--- config.mk ---
export PLATFORM = sky130hd
export DESIGN_NAME = mouse_packet_decoder_unit
export DESIGN_NICKNAME = d
export VERILOG_FILES = /design/src/design/mpd_pkg.sv /design/src/design/mpd_assembler.sv /design/src/design/mpd_event_gen.sv /design/src/design/mpd_event_buffer.sv /design/src/design/mouse_packet_decoder_unit.sv
export SDC_FILE = /design/constraint.sdc
export NUM_CORES = 1
export LEC_CHECK = 0
export ABC_CLOCK_PERIOD_IN_PS = 9100
export BUFFER_PORTS_ARGS = -buffer_cell sky130_fd_sc_hd__buf_2
export CAP_MARGIN = 5
export CORE_MARGIN = 1
export CORE_UTILIZATION = 30
export DETAILED_ROUTE_END_ITERATION = 10
export GPL_TIMING_DRIVEN = 0
export PLACE_DENSITY = 0.46
export SKIP_LAST_GASP = 1
export SLEW_MARGIN = 5
export SYNTH_ARGS = -nofsm -noshare
export SYNTH_HDL_FRONTEND = slang
export SYNTH_SLANG_ARGS = --single-unit
--- constraint.sdc ---
create_clock -name aclk -period 9.1 [get_ports aclk]
set_input_delay 0.91 -clock aclk [delete_from_list [all_inputs] [get_ports aclk]]
set_output_delay 0.91 -clock aclk [all_outputs]
set_load 0.02 [all_outputs]
--- src/design/mpd_pkg.sv ---
// Shared types, codes and constants of the mouse packet decoder.
package mpd_pkg;

    // Screen size; the pointer starts in the middle after reset.
    localparam int SCREEN_WIDTH  = 1024;
    localparam int SCREEN_HEIGHT = 768;
    localparam logic [11:0] POS_X_RESET = 12'((SCREEN_WIDTH / 2) % 4096);
    localparam logic [11:0] POS_Y_RESET = 12'((SCREEN_HEIGHT / 2) % 4096);

    // Protocol codes; the unused code behaves as plain PS/2.
    localparam logic [1:0] PROTO_PS2    = 2'd0;
    localparam logic [1:0] PROTO_WHEEL  = 2'd1;
    localparam logic [1:0] PROTO_SERIAL = 2'd2;

    // Configuration register indexes.
    localparam logic [2:0] REG_PROTOCOL = 3'd0;
    localparam logic [2:0] REG_X_LOW    = 3'd1;
    localparam logic [2:0] REG_X_HIGH   = 3'd2;
    localparam logic [2:0] REG_Y_LOW    = 3'd3;
    localparam logic [2:0] REG_Y_HIGH   = 3'd4;

    // Header and field masks of the byte formats.
    localparam logic [7:0] PS2_HDR_MASK   = 8'hC0;
    localparam logic [7:0] SER_HDR_MASK   = 8'h40;
    localparam logic [7:0] SER_MID_CODE   = 8'h40;
    localparam logic [7:0] PS2_X_SIGN     = 8'h10;
    localparam logic [7:0] PS2_Y_SIGN     = 8'h20;
    localparam logic [7:0] SER_LEFT       = 8'h20;
    localparam logic [7:0] SER_RIGHT      = 8'h10;
    localparam logic [7:0] WHEEL_UP       = 8'h80;
    localparam logic [7:0] SER_LOW_BITS   = 8'h3F;
    localparam logic [7:0] SER_X_HIGH     = 8'h03;
    localparam logic [7:0] SER_Y_HIGH     = 8'h0C;

    // Event slots per packet: scroll, three buttons, motion.
    localparam int EVT_SLOTS = 5;
    localparam int SLOT_W    = 3;

    typedef enum logic [2:0] {
        EV_MOTION      = 3'd0,
        EV_PRESS       = 3'd1,
        EV_RELEASE     = 3'd2,
        EV_SCROLL_UP   = 3'd3,
        EV_SCROLL_DOWN = 3'd4
    } evt_kind_t;

    typedef struct packed {
        evt_kind_t   kind;
        logic [1:0]  button;
        logic [11:0] x;
        logic [11:0] y;
        logic [2:0]  mask;
        logic        last;
    } evt_t;

    typedef struct packed {
        logic [7:0] b0;
        logic [7:0] b1;
        logic [7:0] b2;
        logic [7:0] fourth;
    } pkt_t;

    typedef struct packed {
        logic [1:0]  protocol;
        logic [11:0] x_low;
        logic [11:0] x_high;
        logic [11:0] y_low;
        logic [11:0] y_high;
    } cfg_t;

endpackage

--- src/design/mpd_assembler.sv ---
// Input register, header sync and packet assembly.
module mpd_assembler
    import mpd_pkg::*;
(
    input  logic       aclk,
    input  logic       aresetn,
    input  logic       s_tvalid,
    output logic       s_tready,
    input  logic [7:0] s_tdata,     // rx_byte[7:0]
    input  cfg_t       cfg,
    input  logic       evb_ready,   // event buffer can take a packet's events
    output logic       pkt_fire,    // a packet completes this cycle
    output pkt_t       pkt
);

    logic       in_valid_reg;
    logic [7:0] in_byte_reg;
    logic [1:0] byte_count_reg;
    logic [1:0] byte_count_next;
    logic [7:0] pkt_bytes_reg [3];

    logic       serial;
    logic       wheel;
    logic       is_header;
    logic       dropped;
    logic       store;
    logic       completes;
    logic       consume;
    logic [2:0] pkt_size;

    // Decide what the byte in the input register does.
    always_comb begin
        serial    = (cfg.protocol == PROTO_SERIAL);
        wheel     = (cfg.protocol == PROTO_WHEEL);
        pkt_size  = wheel ? 3'd4 : 3'd3;
        is_header = serial ? ((in_byte_reg & SER_HDR_MASK) == SER_HDR_MASK)
                           : ((in_byte_reg & PS2_HDR_MASK) == 8'h00);
        dropped   = (byte_count_reg == 2'd0) && !is_header;
        store     = !dropped && (({1'b0, byte_count_reg} + 3'd1) < pkt_size);
        completes = !dropped && !store;
        consume   = in_valid_reg && (!completes || evb_ready);
        pkt_fire  = consume && completes;
        s_tready  = !in_valid_reg || consume;

        byte_count_next = byte_count_reg;
        if (store) begin
            byte_count_next = byte_count_reg + 2'd1;
        end else if (completes) begin
            byte_count_next = 2'd0;
        end
    end

    // Complete packet with the incoming byte merged in.
    always_comb begin
        pkt.b0     = pkt_bytes_reg[0];
        pkt.b1     = pkt_bytes_reg[1];
        pkt.b2     = wheel ? pkt_bytes_reg[2] : in_byte_reg;
        pkt.fourth = wheel ? in_byte_reg : 8'h00;
    end

    // Control state: input register occupancy and byte count.
    always_ff @(posedge aclk) begin
        if (!aresetn) begin
            in_valid_reg   <= 1'b0;
            byte_count_reg <= 2'd0;
        end else begin
            if (s_tvalid && s_tready) begin
                in_valid_reg <= 1'b1;
            end else if (consume) begin
                in_valid_reg <= 1'b0;
            end
            if (consume) begin
                byte_count_reg <= byte_count_next;
            end
        end
    end

    // Payload: input byte and stored packet bytes.
    always_ff @(posedge aclk) begin
        if (s_tvalid && s_tready) begin
            in_byte_reg <= s_tdata;
        end
        if (consume && store) begin
            unique case (byte_count_reg)
                2'd0:    pkt_bytes_reg[0] <= in_byte_reg;
                2'd1:    pkt_bytes_reg[1] <= in_byte_reg;
                default: pkt_bytes_reg[2] <= in_byte_reg;
            endcase
        end else if (consume && completes && !wheel) begin
            pkt_bytes_reg[2] <= in_byte_reg;
        end
    end

endmodule

--- src/design/mpd_event_gen.sv ---
// Packet decoding, button and position state, and event candidates.
module mpd_event_gen
    import mpd_pkg::*;
(
    input  logic                 aclk,
    input  logic                 aresetn,
    input  cfg_t                 cfg,
    input  logic                 pkt_fire,
    input  pkt_t                 pkt,
    output evt_t                 cand [EVT_SLOTS],
    output logic [EVT_SLOTS-1:0] cand_valid
);

    logic [2:0]  held_reg;
    logic [2:0]  serial_prev_reg;
    logic [2:0]  serial_prev_next;
    logic [11:0] pos_x_reg;
    logic [11:0] pos_y_reg;
    logic [11:0] pos_x_next;
    logic [11:0] pos_y_next;

    logic        serial;
    logic        wheel;
    logic        quirk;
    logic        l_btn;
    logic        m_btn;
    logic        r_btn;
    logic [7:0]  ux;
    logic [7:0]  uy;
    logic [9:0]  dx;
    logic [9:0]  dy;
    logic [9:0]  dy_raw;
    logic [2:0]  newb;
    logic [2:0]  cur_mask;

    // Add a delta and clamp; the low limit is tested first, then the high one.
    function automatic logic [11:0] clamp_axis(input logic [11:0] pos,
                                               input logic [9:0]  delta,
                                               input logic [11:0] lo,
                                               input logic [11:0] hi);
        logic signed [13:0] sum;
        logic [11:0]        res;
        sum = $signed({2'b00, pos}) + $signed({{4{delta[9]}}, delta});
        if (sum < $signed({2'b00, lo})) begin
            res = lo;
        end else if (sum > $signed({2'b00, hi})) begin
            res = hi;
        end else begin
            res = sum[11:0];
        end
        return res;
    endfunction

    // Decode buttons and deltas of the packet.
    always_comb begin
        serial           = (cfg.protocol == PROTO_SERIAL);
        wheel            = (cfg.protocol == PROTO_WHEEL);
        quirk            = (pkt.b0 == SER_MID_CODE)
                           && (({5'b0, serial_prev_reg} | pkt.b1 | pkt.b2) == 8'h00);
        l_btn            = quirk ? 1'b0 : ((pkt.b0 & SER_LEFT) != 8'h00);
        m_btn            = quirk;
        r_btn            = quirk ? 1'b0 : ((pkt.b0 & SER_RIGHT) != 8'h00);
        ux               = ((pkt.b0 & SER_X_HIGH) << 6) | (pkt.b1 & SER_LOW_BITS);
        uy               = ((pkt.b0 & SER_Y_HIGH) << 4) | (pkt.b2 & SER_LOW_BITS);
        serial_prev_next = serial_prev_reg;
        dy_raw           = {{2{(pkt.b0 & PS2_Y_SIGN) != 8'h00}}, pkt.b2};
        if (serial) begin
            serial_prev_next = {l_btn, m_btn, r_btn};
            newb             = {r_btn, m_btn, l_btn};
            dx               = {{2{ux[7]}}, ux};
            dy               = {{2{uy[7]}}, uy};
        end else begin
            newb = {pkt.b0[1], pkt.b0[2], pkt.b0[0]};
            dx   = (pkt.b1 != 8'h00)
                   ? {{2{(pkt.b0 & PS2_X_SIGN) != 8'h00}}, pkt.b1} : 10'd0;
            dy   = (pkt.b2 != 8'h00) ? (10'd0 - dy_raw) : 10'd0;
        end
        pos_x_next = clamp_axis(pos_x_reg, dx, cfg.x_low, cfg.x_high);
        pos_y_next = clamp_axis(pos_y_reg, dy, cfg.y_low, cfg.y_high);
    end

    // Event candidates in emission order: scroll, buttons 1 to 3, motion.
    always_comb begin
        cand[0].kind   = ((pkt.fourth & WHEEL_UP) != 8'h00) ? EV_SCROLL_UP
                                                            : EV_SCROLL_DOWN;
        cand[0].button = 2'd0;
        cand[0].x      = pos_x_reg;
        cand[0].y      = pos_y_reg;
        cand[0].mask   = held_reg;
        cand[0].last   = 1'b0;
        cand_valid[0]  = wheel && (pkt.fourth != 8'h00);

        cur_mask = held_reg;
        for (int i = 0; i < 3; i++) begin
            cur_mask[i]        = newb[i];
            cand[i+1].kind     = newb[i] ? EV_PRESS : EV_RELEASE;
            cand[i+1].button   = 2'(i + 1);
            cand[i+1].x        = pos_x_reg;
            cand[i+1].y        = pos_y_reg;
            cand[i+1].mask     = cur_mask;
            cand[i+1].last     = 1'b0;
            cand_valid[i+1]    = (newb[i] != held_reg[i]);
        end

        cand[4].kind   = EV_MOTION;
        cand[4].button = 2'd0;
        cand[4].x      = pos_x_next;
        cand[4].y      = pos_y_next;
        cand[4].mask   = newb;
        cand[4].last   = 1'b0;
        cand_valid[4]  = (dx != 10'd0) || (dy != 10'd0);
    end

    // Button and pointer state, updated once per packet.
    always_ff @(posedge aclk) begin
        if (!aresetn) begin
            held_reg        <= 3'd0;
            serial_prev_reg <= 3'd0;
            pos_x_reg       <= POS_X_RESET;
            pos_y_reg       <= POS_Y_RESET;
        end else if (pkt_fire) begin
            held_reg        <= newb;
            serial_prev_reg <= serial_prev_next;
            pos_x_reg       <= pos_x_next;
            pos_y_reg       <= pos_y_next;
        end
    end

endmodule

--- src/design/mpd_event_buffer.sv ---
// Event buffer: packs a packet's events, sends one beat a cycle while m_tready.
module mpd_event_buffer
    import mpd_pkg::*;
(
    input  logic                 aclk,
    input  logic                 aresetn,
    input  logic                 pkt_fire,
    input  evt_t                 cand [EVT_SLOTS],
    input  logic [EVT_SLOTS-1:0] cand_valid,
    output logic                 evb_ready,
    output logic                 m_tvalid,
    input  logic                 m_tready,
    output logic [31:0]          m_tdata,   // button_number, pointer_x, pointer_y,
                                            // button_mask, zero fill
    output logic [2:0]           m_tuser,   // event_kind
    output logic                 m_tlast    // last_of_packet
);

    evt_t              evt_mem_reg [EVT_SLOTS];
    logic              buf_valid_reg;
    logic [SLOT_W-1:0] rd_idx_reg;
    logic [SLOT_W-1:0] slot [EVT_SLOTS];
    logic [SLOT_W-1:0] total;
    evt_t              cand_tagged [EVT_SLOTS];
    evt_t              cur;
    logic              take;
    logic              take_last;

    // Position of each valid candidate among the valid ones; the final one
    // carries the last flag.
    always_comb begin
        total = '0;
        for (int c = 0; c < EVT_SLOTS; c++) begin
            slot[c] = total;
            total   = total + SLOT_W'(cand_valid[c]);
        end
        for (int c = 0; c < EVT_SLOTS; c++) begin
            cand_tagged[c]      = cand[c];
            cand_tagged[c].last = (slot[c] == total - SLOT_W'(1));
        end
    end

    assign cur       = evt_mem_reg[rd_idx_reg];
    assign m_tvalid  = buf_valid_reg;
    assign m_tdata   = {3'b000, cur.mask, cur.y, cur.x, cur.button};
    assign m_tuser   = cur.kind;
    assign m_tlast   = cur.last;
    assign take      = buf_valid_reg && m_tready;
    assign take_last = take && cur.last;
    assign evb_ready = !buf_valid_reg || take_last;

    // Buffer occupancy and read pointer.
    always_ff @(posedge aclk) begin
        if (!aresetn) begin
            buf_valid_reg <= 1'b0;
            rd_idx_reg    <= '0;
        end else if (pkt_fire) begin
            buf_valid_reg <= (total != '0);
            rd_idx_reg    <= '0;
        end else if (take) begin
            if (take_last) begin
                buf_valid_reg <= 1'b0;
            end else begin
                rd_idx_reg <= rd_idx_reg + SLOT_W'(1);
            end
        end
    end

    // Packed event storage.
    always_ff @(posedge aclk) begin
        if (pkt_fire) begin
            for (int c = 0; c < EVT_SLOTS; c++) begin
                if (cand_valid[c]) begin
                    evt_mem_reg[slot[c]] <= cand_tagged[c];
                end
            end
        end
    end

endmodule

--- src/design/mouse_packet_decoder_unit.sv ---
// Top level of the mouse packet decoder: configuration registers and wiring.
//
// Raw mouse bytes enter on the s_ stream, one byte per beat. Bytes are
// gathered into PS/2, wheel PS/2 or Microsoft serial packets after a valid
// header byte; other bytes between packets are discarded. Each finished
// packet gives zero to five events on the m_ stream, in order: scroll,
// button changes for buttons 1 to 3, then motion; tuser carries the event
// kind and tlast marks the final one.
// The configuration channel writes protocol and clamp limits by index and
// is always ready; write it only while the block is idle.
// The first event of a packet is presented on the cycle after its finishing
// byte leaves the input register; the remaining events follow one per cycle
// while m_tready is high. Bytes that do not finish a packet are taken every
// cycle. A finishing byte waits in the input register until the previous
// packet's last event is taken; a stalled receiver holds its current event
// steady, and s_tready drops once that finishing byte is held.
// Reset clears all control state, releases all buttons and centres the
// pointer on the screen.
module mouse_packet_decoder_unit
    import mpd_pkg::*;
(
    input  logic        aclk,
    input  logic        aresetn,
    input  logic        s_tvalid,
    output logic        s_tready,
    input  logic [7:0]  s_tdata,    // rx_byte[7:0]
    output logic        m_tvalid,
    input  logic        m_tready,
    output logic [31:0] m_tdata,    // button_number[1:0], pointer_x[13:2], pointer_y[25:14],
                                    // button_mask[28:26], zero fill[31:29]
    output logic [2:0]  m_tuser,    // event_kind[2:0]
    output logic        m_tlast,    // last_of_packet
    input  logic        cfg_valid,
    output logic        cfg_ready,
    input  logic [2:0]  cfg_index,
    input  logic [11:0] cfg_data
);

    cfg_t                 cfg_reg;
    logic                 evb_ready;
    logic                 pkt_fire;
    pkt_t                 pkt;
    evt_t                 cand [EVT_SLOTS];
    logic [EVT_SLOTS-1:0] cand_valid;

    assign cfg_ready = 1'b1;

    // Configuration registers; unknown indexes are ignored.
    always_ff @(posedge aclk) begin
        if (!aresetn) begin
            cfg_reg.protocol <= PROTO_PS2;
            cfg_reg.x_low    <= 12'd0;
            cfg_reg.x_high   <= 12'd1023;
            cfg_reg.y_low    <= 12'd0;
            cfg_reg.y_high   <= 12'd767;
        end else if (cfg_valid && cfg_ready) begin
            unique case (cfg_index)
                REG_PROTOCOL: cfg_reg.protocol <= cfg_data[1:0];
                REG_X_LOW:    cfg_reg.x_low    <= cfg_data;
                REG_X_HIGH:   cfg_reg.x_high   <= cfg_data;
                REG_Y_LOW:    cfg_reg.y_low    <= cfg_data;
                REG_Y_HIGH:   cfg_reg.y_high   <= cfg_data;
                default: ;
            endcase
        end
    end

    mpd_assembler u_assembler (
        .aclk      (aclk),
        .aresetn   (aresetn),
        .s_tvalid  (s_tvalid),
        .s_tready  (s_tready),
        .s_tdata   (s_tdata),
        .cfg       (cfg_reg),
        .evb_ready (evb_ready),
        .pkt_fire  (pkt_fire),
        .pkt       (pkt)
    );

    mpd_event_gen u_event_gen (
        .aclk       (aclk),
        .aresetn    (aresetn),
        .cfg        (cfg_reg),
        .pkt_fire   (pkt_fire),
        .pkt        (pkt),
        .cand       (cand),
        .cand_valid (cand_valid)
    );

    mpd_event_buffer u_event_buffer (
        .aclk       (aclk),
        .aresetn    (aresetn),
        .pkt_fire   (pkt_fire),
        .cand       (cand),
        .cand_valid (cand_valid),
        .evb_ready  (evb_ready),
        .m_tvalid   (m_tvalid),
        .m_tready   (m_tready),
        .m_tdata    (m_tdata),
        .m_tuser    (m_tuser),
        .m_tlast    (m_tlast)
    );

endmodule

==> reports/summary.txt, run 1 <==
Final period utilization -> 0.835
Drt first pass iters -> 7
Die width -> 241 microns
WL/cell -> 23.4 microns
DRT Wirelength -> 60.9 mm
Sink Count -> 282
Die area -> 0.0580 sq mm
Remaining DRCs -> 0
IO Port Bufs -> 61
Syn Inst Count -> 1,720
Diodes inserted -> 0
Leak pwr -> 6.88 nW
H-Tree Level Count -> 2
Post-synth cell types -> 89
YS warnings -> 0
Vias in the first global route -> 14,000
Worst Tran Pin Value -> 1.19 ns
Top FF cell, synth -> edfxtp_1
Post-Syn Area -> 0.0171 sq mm
Mean post-synth cell area -> 9.96 sq um
Skew final -> 0.0279 ns
Final core utilization -> 0.349
FFs w/ async S/R, synth -> 0
Largest register FFs -> 160
Hold Path Class -> flop to flop
Initial Utilization -> 0.304
Post-synth EDFFs -> 172
Critical Path Start Type -> flop
Maxcap violations -> 0
Synth top area cells -> edfxtp_1 (30%), dfxtp_1 (13%), ha_1 (6.6%)
Yosys top cell area share -> 0.302
CP Capture Type -> flop
Clk slew on worst S/H paths -> 0.06 ns
Slowest cell on the critical path -> a2111oi_0
CP delay by family, top -> compound AO/OA/AOI/OAI gates
Status -> completed
Crit Path Max Fanout -> 10
Placed cell area -> 0.0185 sq mm
IO Count -> 67
Crit path kind -> flop to flop
Post-CTS Hold Buffers -> 0
Peak supply drop -> 0.104 mV
Share of layout cells above drive strength 1 -> 0.142
Final setup fails -> 0
Setup TNS -> 0 ns
Most instantiated cells after synthesis -> nand2_1 (210), edfxtp_1 (172), dfxtp_1 (110)
Largest net degree at the start of global routing -> 26
GR Overflow Total -> 0
Register area share after synthesis -> 0.430
Pwr dens -> 162 mW/mm^2
GPL Wtd Cong -> 0.884
Worst path arrival time -> 7.85 ns
Top cell by count, worst path -> ha_1
Post-CTS sizing -> 0
Clk_lat worst skew -> 0.56 ns
Core Area -> 0.0564 sq mm
Clock tree buffer depth -> 3
GRT Util Overall -> 0.212
Routed Antenna Nets -> 0
Site row count -> 87
CTS tree -> yes
Flops & latches, synth -> 282
Layout fillers -> 5,781
Minimum clock period -> 7.60 ns
Nets -> 1,947
RSZ-0062 raised after global routing -> false
DP HPWL -> 46.6 mm
Via Count -> 14,200
Fmax -> 132 MHz
Routed vias/inst -> 5.45
Initial antenna violation count -> 0
Starting DRT DRC Count -> 1,342
Slew Limit Fails -> 0
Top-count cell post-synth -> nand2_1
First-pass GRT wire length -> 90.9 mm
Root buffer cell -> clkbuf_16
Relative slew slack -> 0.205
Cell taking the most area after synthesis -> edfxtp_1
Final Instance Area -> 0.0197 sq mm
Crit path buf inv count -> 6
P&R area growth vs syn -> 14.8%
Worst Path Required -> 9.35 ns
Cts bufs inserted -> 35
Max incr delay on CP -> 0.67 ns
Endpoints failing hold -> 0
Die Ht -> 241 microns
Postcts setup bufs -> 0
==> cell type report <==
class / count / area (sq um) / share of cell area
Sequential cell: 282 / 7370 / 0.375
Inverter: 97 / 367 / 0.0186
Buffer: 124 / 544 / 0.0277
Timing Repair Buffer: 66 / 428 / 0.0218
Tap cell: 756 / 946 / 0.0481
Multi-Input combinational cell: 1219 / 8870 / 0.451
Clock buffer: 49 / 1000 / 0.0509
Clock inverter: 13 / 143 / 0.00725
==> worst min-delay path, stage by stage (launching register included) <==
cell     delay [ns]
dfxtp_1        0.31
inv_1          0.05
a21oi_1        0.05
==> worst paths after layout <==
kind,start,to,slack (ns),depth (start not counted)
max,cfg_reg[48],u_event_buffer.evt_mem_reg[4][15],1.50,26
min,u_event_buffer.evt_mem_reg[3][29],u_event_buffer.evt_mem_reg[3][29],0.46,2
max reg2reg,cfg_reg[48],u_event_buffer.evt_mem_reg[4][15],1.50,26
min reg2reg,u_event_buffer.evt_mem_reg[3][29],u_event_buffer.evt_mem_reg[3][29],0.46,2
==> cells by family (layout without fill, tap and decap cells) <==
logic type	after synthesis	count (layout)	share of synthesized area
muxes	118	118	0.0961
buffers and inverters	221	349	0.0532
DFF	282	282	0.430
adders and majority gates	95	95	0.0710
AOI/OAI and AO/OA	485	485	0.199
other	2	4	0.000439
xor gates and xnor gates	34	34	0.0174
and+or+nand+nor	483	483	0.133
==> where the power goes <==
group	internal (mW)	switching (mW)	leakage [nW]
Clock	0.852	0.567	0.557
Sequential	1.37	0.0196	2.34
Combinational	0.140	0.241	3.98
Total	2.36	0.827	6.88
==> stage by stage <==
step	hold WS, ns	setup slack (ns)	cells	power, mW
finish	0.460	1.50	2606	3.19
global route	0.479	0.935	2606	3.30
global placement	0.434	1.11	2539	1.79
floorplan	0.422	3.16	1722	1.67
detailed placement	0.451	1.58	2544	1.79
CTS	0.458	1.54	2606	3.21
==> per-layer routing <==
layer  global-route usage  vias to the layer above  part of all wire
li1                     -                     6620                 -
met1                0.289                     7000              0.45
met2                0.347                      487              0.47
met3               0.0244                       83             0.056
met4               0.0729                        0             0.030
met5                    0                        -                 0
==> placed cells by master (no fill, tap or decap), drive strengths merged, types with 13 or more instances in the layout <==
cell type	instances
o211ai	43
nor3	15
edfxtp	172
nand3	66
o21ai	141
mux2	48
a2bb2oi	22
clkbuf	131
and2	14
xnor2	24
a21oi	56
a21boi	34
dfxtp	110
a22oi	28
o21a	13
nor2	75
mux4	32
a21o	20
a32oi	29
nand4	20
nand2b	16
buf	108
nand2	210
nor2b	22
ha	90
inv	96
mux2i	38
(Power assumes the default switching activity.)
==> run 2, diff against run 1 <==
--- a/config.mk
+++ b/config.mk
@@ -5,14 +5,14 @@
 export SDC_FILE = /design/constraint.sdc
 export NUM_CORES = 1
 export LEC_CHECK = 0
-export ABC_CLOCK_PERIOD_IN_PS = 9100
+export ABC_CLOCK_PERIOD_IN_PS = 6200
 export BUFFER_PORTS_ARGS = -buffer_cell sky130_fd_sc_hd__buf_2
 export CAP_MARGIN = 5
 export CORE_MARGIN = 1
 export CORE_UTILIZATION = 30
 export DETAILED_ROUTE_END_ITERATION = 10
 export GPL_TIMING_DRIVEN = 0
-export PLACE_DENSITY = 0.46
+export PLACE_DENSITY = 0.47
 export SKIP_LAST_GASP = 1
 export SLEW_MARGIN = 5
 export SYNTH_ARGS = -nofsm -noshare
==> constraint.sdc (replaced) <==
create_clock -name aclk -period 6.2 [get_ports aclk]
set_input_delay 0.62 -clock aclk [delete_from_list [all_inputs] [get_ports aclk]]
set_output_delay 0.62 -clock aclk [all_outputs]
set_load 0.02 [all_outputs]
==> run 2 against run 1 <==
Sequential power grew 47%. Flip-flop and latch count stayed put. Power up 51%. Die area stayed put. Critical path type unchanged. Critical endpoint is now u_event_buffer.evt_mem_reg[3][4]. Highest routed layer unchanged.
==> reports/summary.txt, run 2 (synthesis results as in run 1) <==
Worst Tran Pin Value -> 1.21 ns (+0.0169 ns)
Drt first pass iters -> 5 (-2)
Final period utilization -> 0.981 (+0.145)
IO Port Bufs -> 61 (unchanged)
RSZ-0062 raised after global routing -> true
Maxcap violations -> 0 (unchanged)
Nets -> 1,982 (+1.8%)
Commonest non-fill, non-tap cells in the layout -> nand2_1 (207), edfxtp_1 (172), dfxtp_1 (109)
Reg2reg path depth -> 24 (-7.7%)
Crit Path Max Fanout -> 8 (-2)
Endpoints failing hold -> 0 (unchanged)
Hold path cells -> 1 (-1)
CTS tree -> yes
Post-CTS Hold Buffers -> 0 (unchanged)
WL/cell -> 23.1 microns (-1.1%)
Routed Antenna Nets -> 0 (unchanged)
First-pass GRT wire length -> 91.0 mm (+0.11%)
Routed vias/inst -> 5.49 (+0.77%)
Cts bufs inserted -> 34 (-2.9%)
Pwr dens -> 234 mW/mm^2 (+44%)
Vias in the first global route -> 14,100 (+0.89%)
Core Area -> 0.0564 sq mm (unchanged)
Share of layout cells above drive strength 1 -> 0.203 (+0.0616)
Fmax -> 164 MHz (+25%)
Diodes inserted -> 0 (unchanged)
P&R area growth vs syn -> 20.2%
Non-Filler Instances -> 2,641 (+1.3%)
Largest register FFs -> 160 (unchanged)
Minimum clock period -> 6.08 ns (-1.52 ns)
CP Capture Type -> flop
Status -> completed
GPL Wtd Cong -> 0.919 (+4.0%)
DRT Wirelength -> 61.0 mm (+0.23%)
IO Count -> 67 (unchanged)
Die area -> 0.0580 sq mm (unchanged)
Peak supply drop -> 0.162 mV (+56%)
Root buffer cell -> clkbuf_16
DP HPWL -> 46.2 mm (-0.72%)
Remaining DRCs -> 0 (unchanged)
Critical Path Start Type -> flop
H-Tree Level Count -> 2 (unchanged)
Die Ht -> 241 microns (unchanged)
Hold Path Class -> primary input to flop
Clk slew on worst S/H paths -> 0.06 ns (about the same)
Worst Path Required -> 6.46 ns (-2.89 ns)
Most common cell after layout, fill and taps aside -> nand2_1
Starting DRT DRC Count -> 1,378 (+2.7%)
Final core utilization -> 0.365 (+0.0162)
Worst path arrival time -> 6.34 ns (-1.51 ns)
Crit path kind -> flop to flop
Skew final -> 0.0233 ns (-0.00465 ns)
Slew Limit Fails -> 0 (unchanged)
Final setup fails -> 0 (unchanged)
Initial Utilization -> 0.304 (unchanged)
Relative slew slack -> 0.171 (-0.0344)
GRT Util Overall -> 0.211 (-0.000769)
Leak pwr -> 7.21 nW (+4.8%)
GR Overflow Total -> 0 (unchanged)
Site row count -> 87 (unchanged)
Via Count -> 14,500 (+2.1%)
Clock tree buffer depth -> 3 (unchanged)
Sink Count -> 282 (unchanged)
Clk_lat worst skew -> 0.55 ns (about the same)
Largest net degree at the start of global routing -> 27 (+3.8%)
Die width -> 241 microns (unchanged)
Placed cells -> 2,544 (unchanged)
Initial antenna violation count -> 0 (unchanged)
## run 2: metal layers
metal / wire length (microns) / track usage
met5: 0 / 0
met1: 27100 / 0.284
met2: 28800 / 0.355
met3: 3690 / 0.0299
met4: 1370 / 0.0533
## run 2: worst max-delay path: stages, from the launching register on
cell       delay [ns]
edfxtp_1         0.43
buf_4            0.20
mux2_4           0.28
or3_4            0.40
buf_8            0.14
nor3_4           0.24
nor2_2           0.08
ha_2             0.19
a211o_4          0.36
a2111oi_4        0.40
nor2_2           0.09
a221o_1          0.38
a21oi_2          0.17
xor2_2           0.25
ha_1             0.29
o21a_1           0.12
a211o_1          0.29
o211ai_1         0.15
nand2_1          0.15
a22oi_4          0.25
buf_6            0.14
buf_12           0.14
mux2i_4          0.34
mux2_4           0.24
o21ai_2          0.05
## run 2: report_power, final
part	total [mW]	internal [mW]	switching, mW
clock network	2.11	1.29	0.815
logic	0.670	0.280	0.390
registers	2.04	2.01	0.0316
## run 2: worst paths after layout
kind                                startpoint                                end  slack [ns]
max                 u_assembler.in_byte_reg[7]   u_event_buffer.evt_mem_reg[3][4]        0.12
min                                 s_tdata[0]         u_assembler.in_byte_reg[0]        0.25
max reg2reg         u_assembler.in_byte_reg[7]   u_event_buffer.evt_mem_reg[3][4]        0.12
min reg2reg  u_event_buffer.evt_mem_reg[3][29]  u_event_buffer.evt_mem_reg[3][29]        0.45
## run 2: final cells by class
type                    count  area (sq um)
plain buffers             122           613
clock buffers              42           912
clock inverters            19           240
fillers                  5692         35800
inverters                  97           367
multi-input cells        1219          9390
flip-flops and latches    282          7370
well taps                 756           946
repair buffers            104           739
## run 2: through the flow
stage | hold WS, ns | instance area [sq um] | setup TNS [ns] | total power [mW] | setup slack [ns]
floorplan | 0.422 | 17100 | 0 | 2.45 | 0.259
global placement | 0.435 | 18400 | -263.45 | 2.63 | -1.74
detailed placement | 0.442 | 18500 | -132.45 | 2.63 | -1.32
CTS | 0.221 | 20100 | -0.0611 | 4.81 | -0.0259
global route | 0.236 | 20600 | -1.09 | 4.98 | -0.105
finish | 0.253 | 20600 | 0 | 4.82 | 0.120
## run 2: what timing repair did
action / in CTS / in global routing
buffers inserted: 16 / 20
endpoints found under the setup margin: 215 / 205
resized for setup: 72 / 91
cloned: 1 / 1
pin swaps: 7 / 29
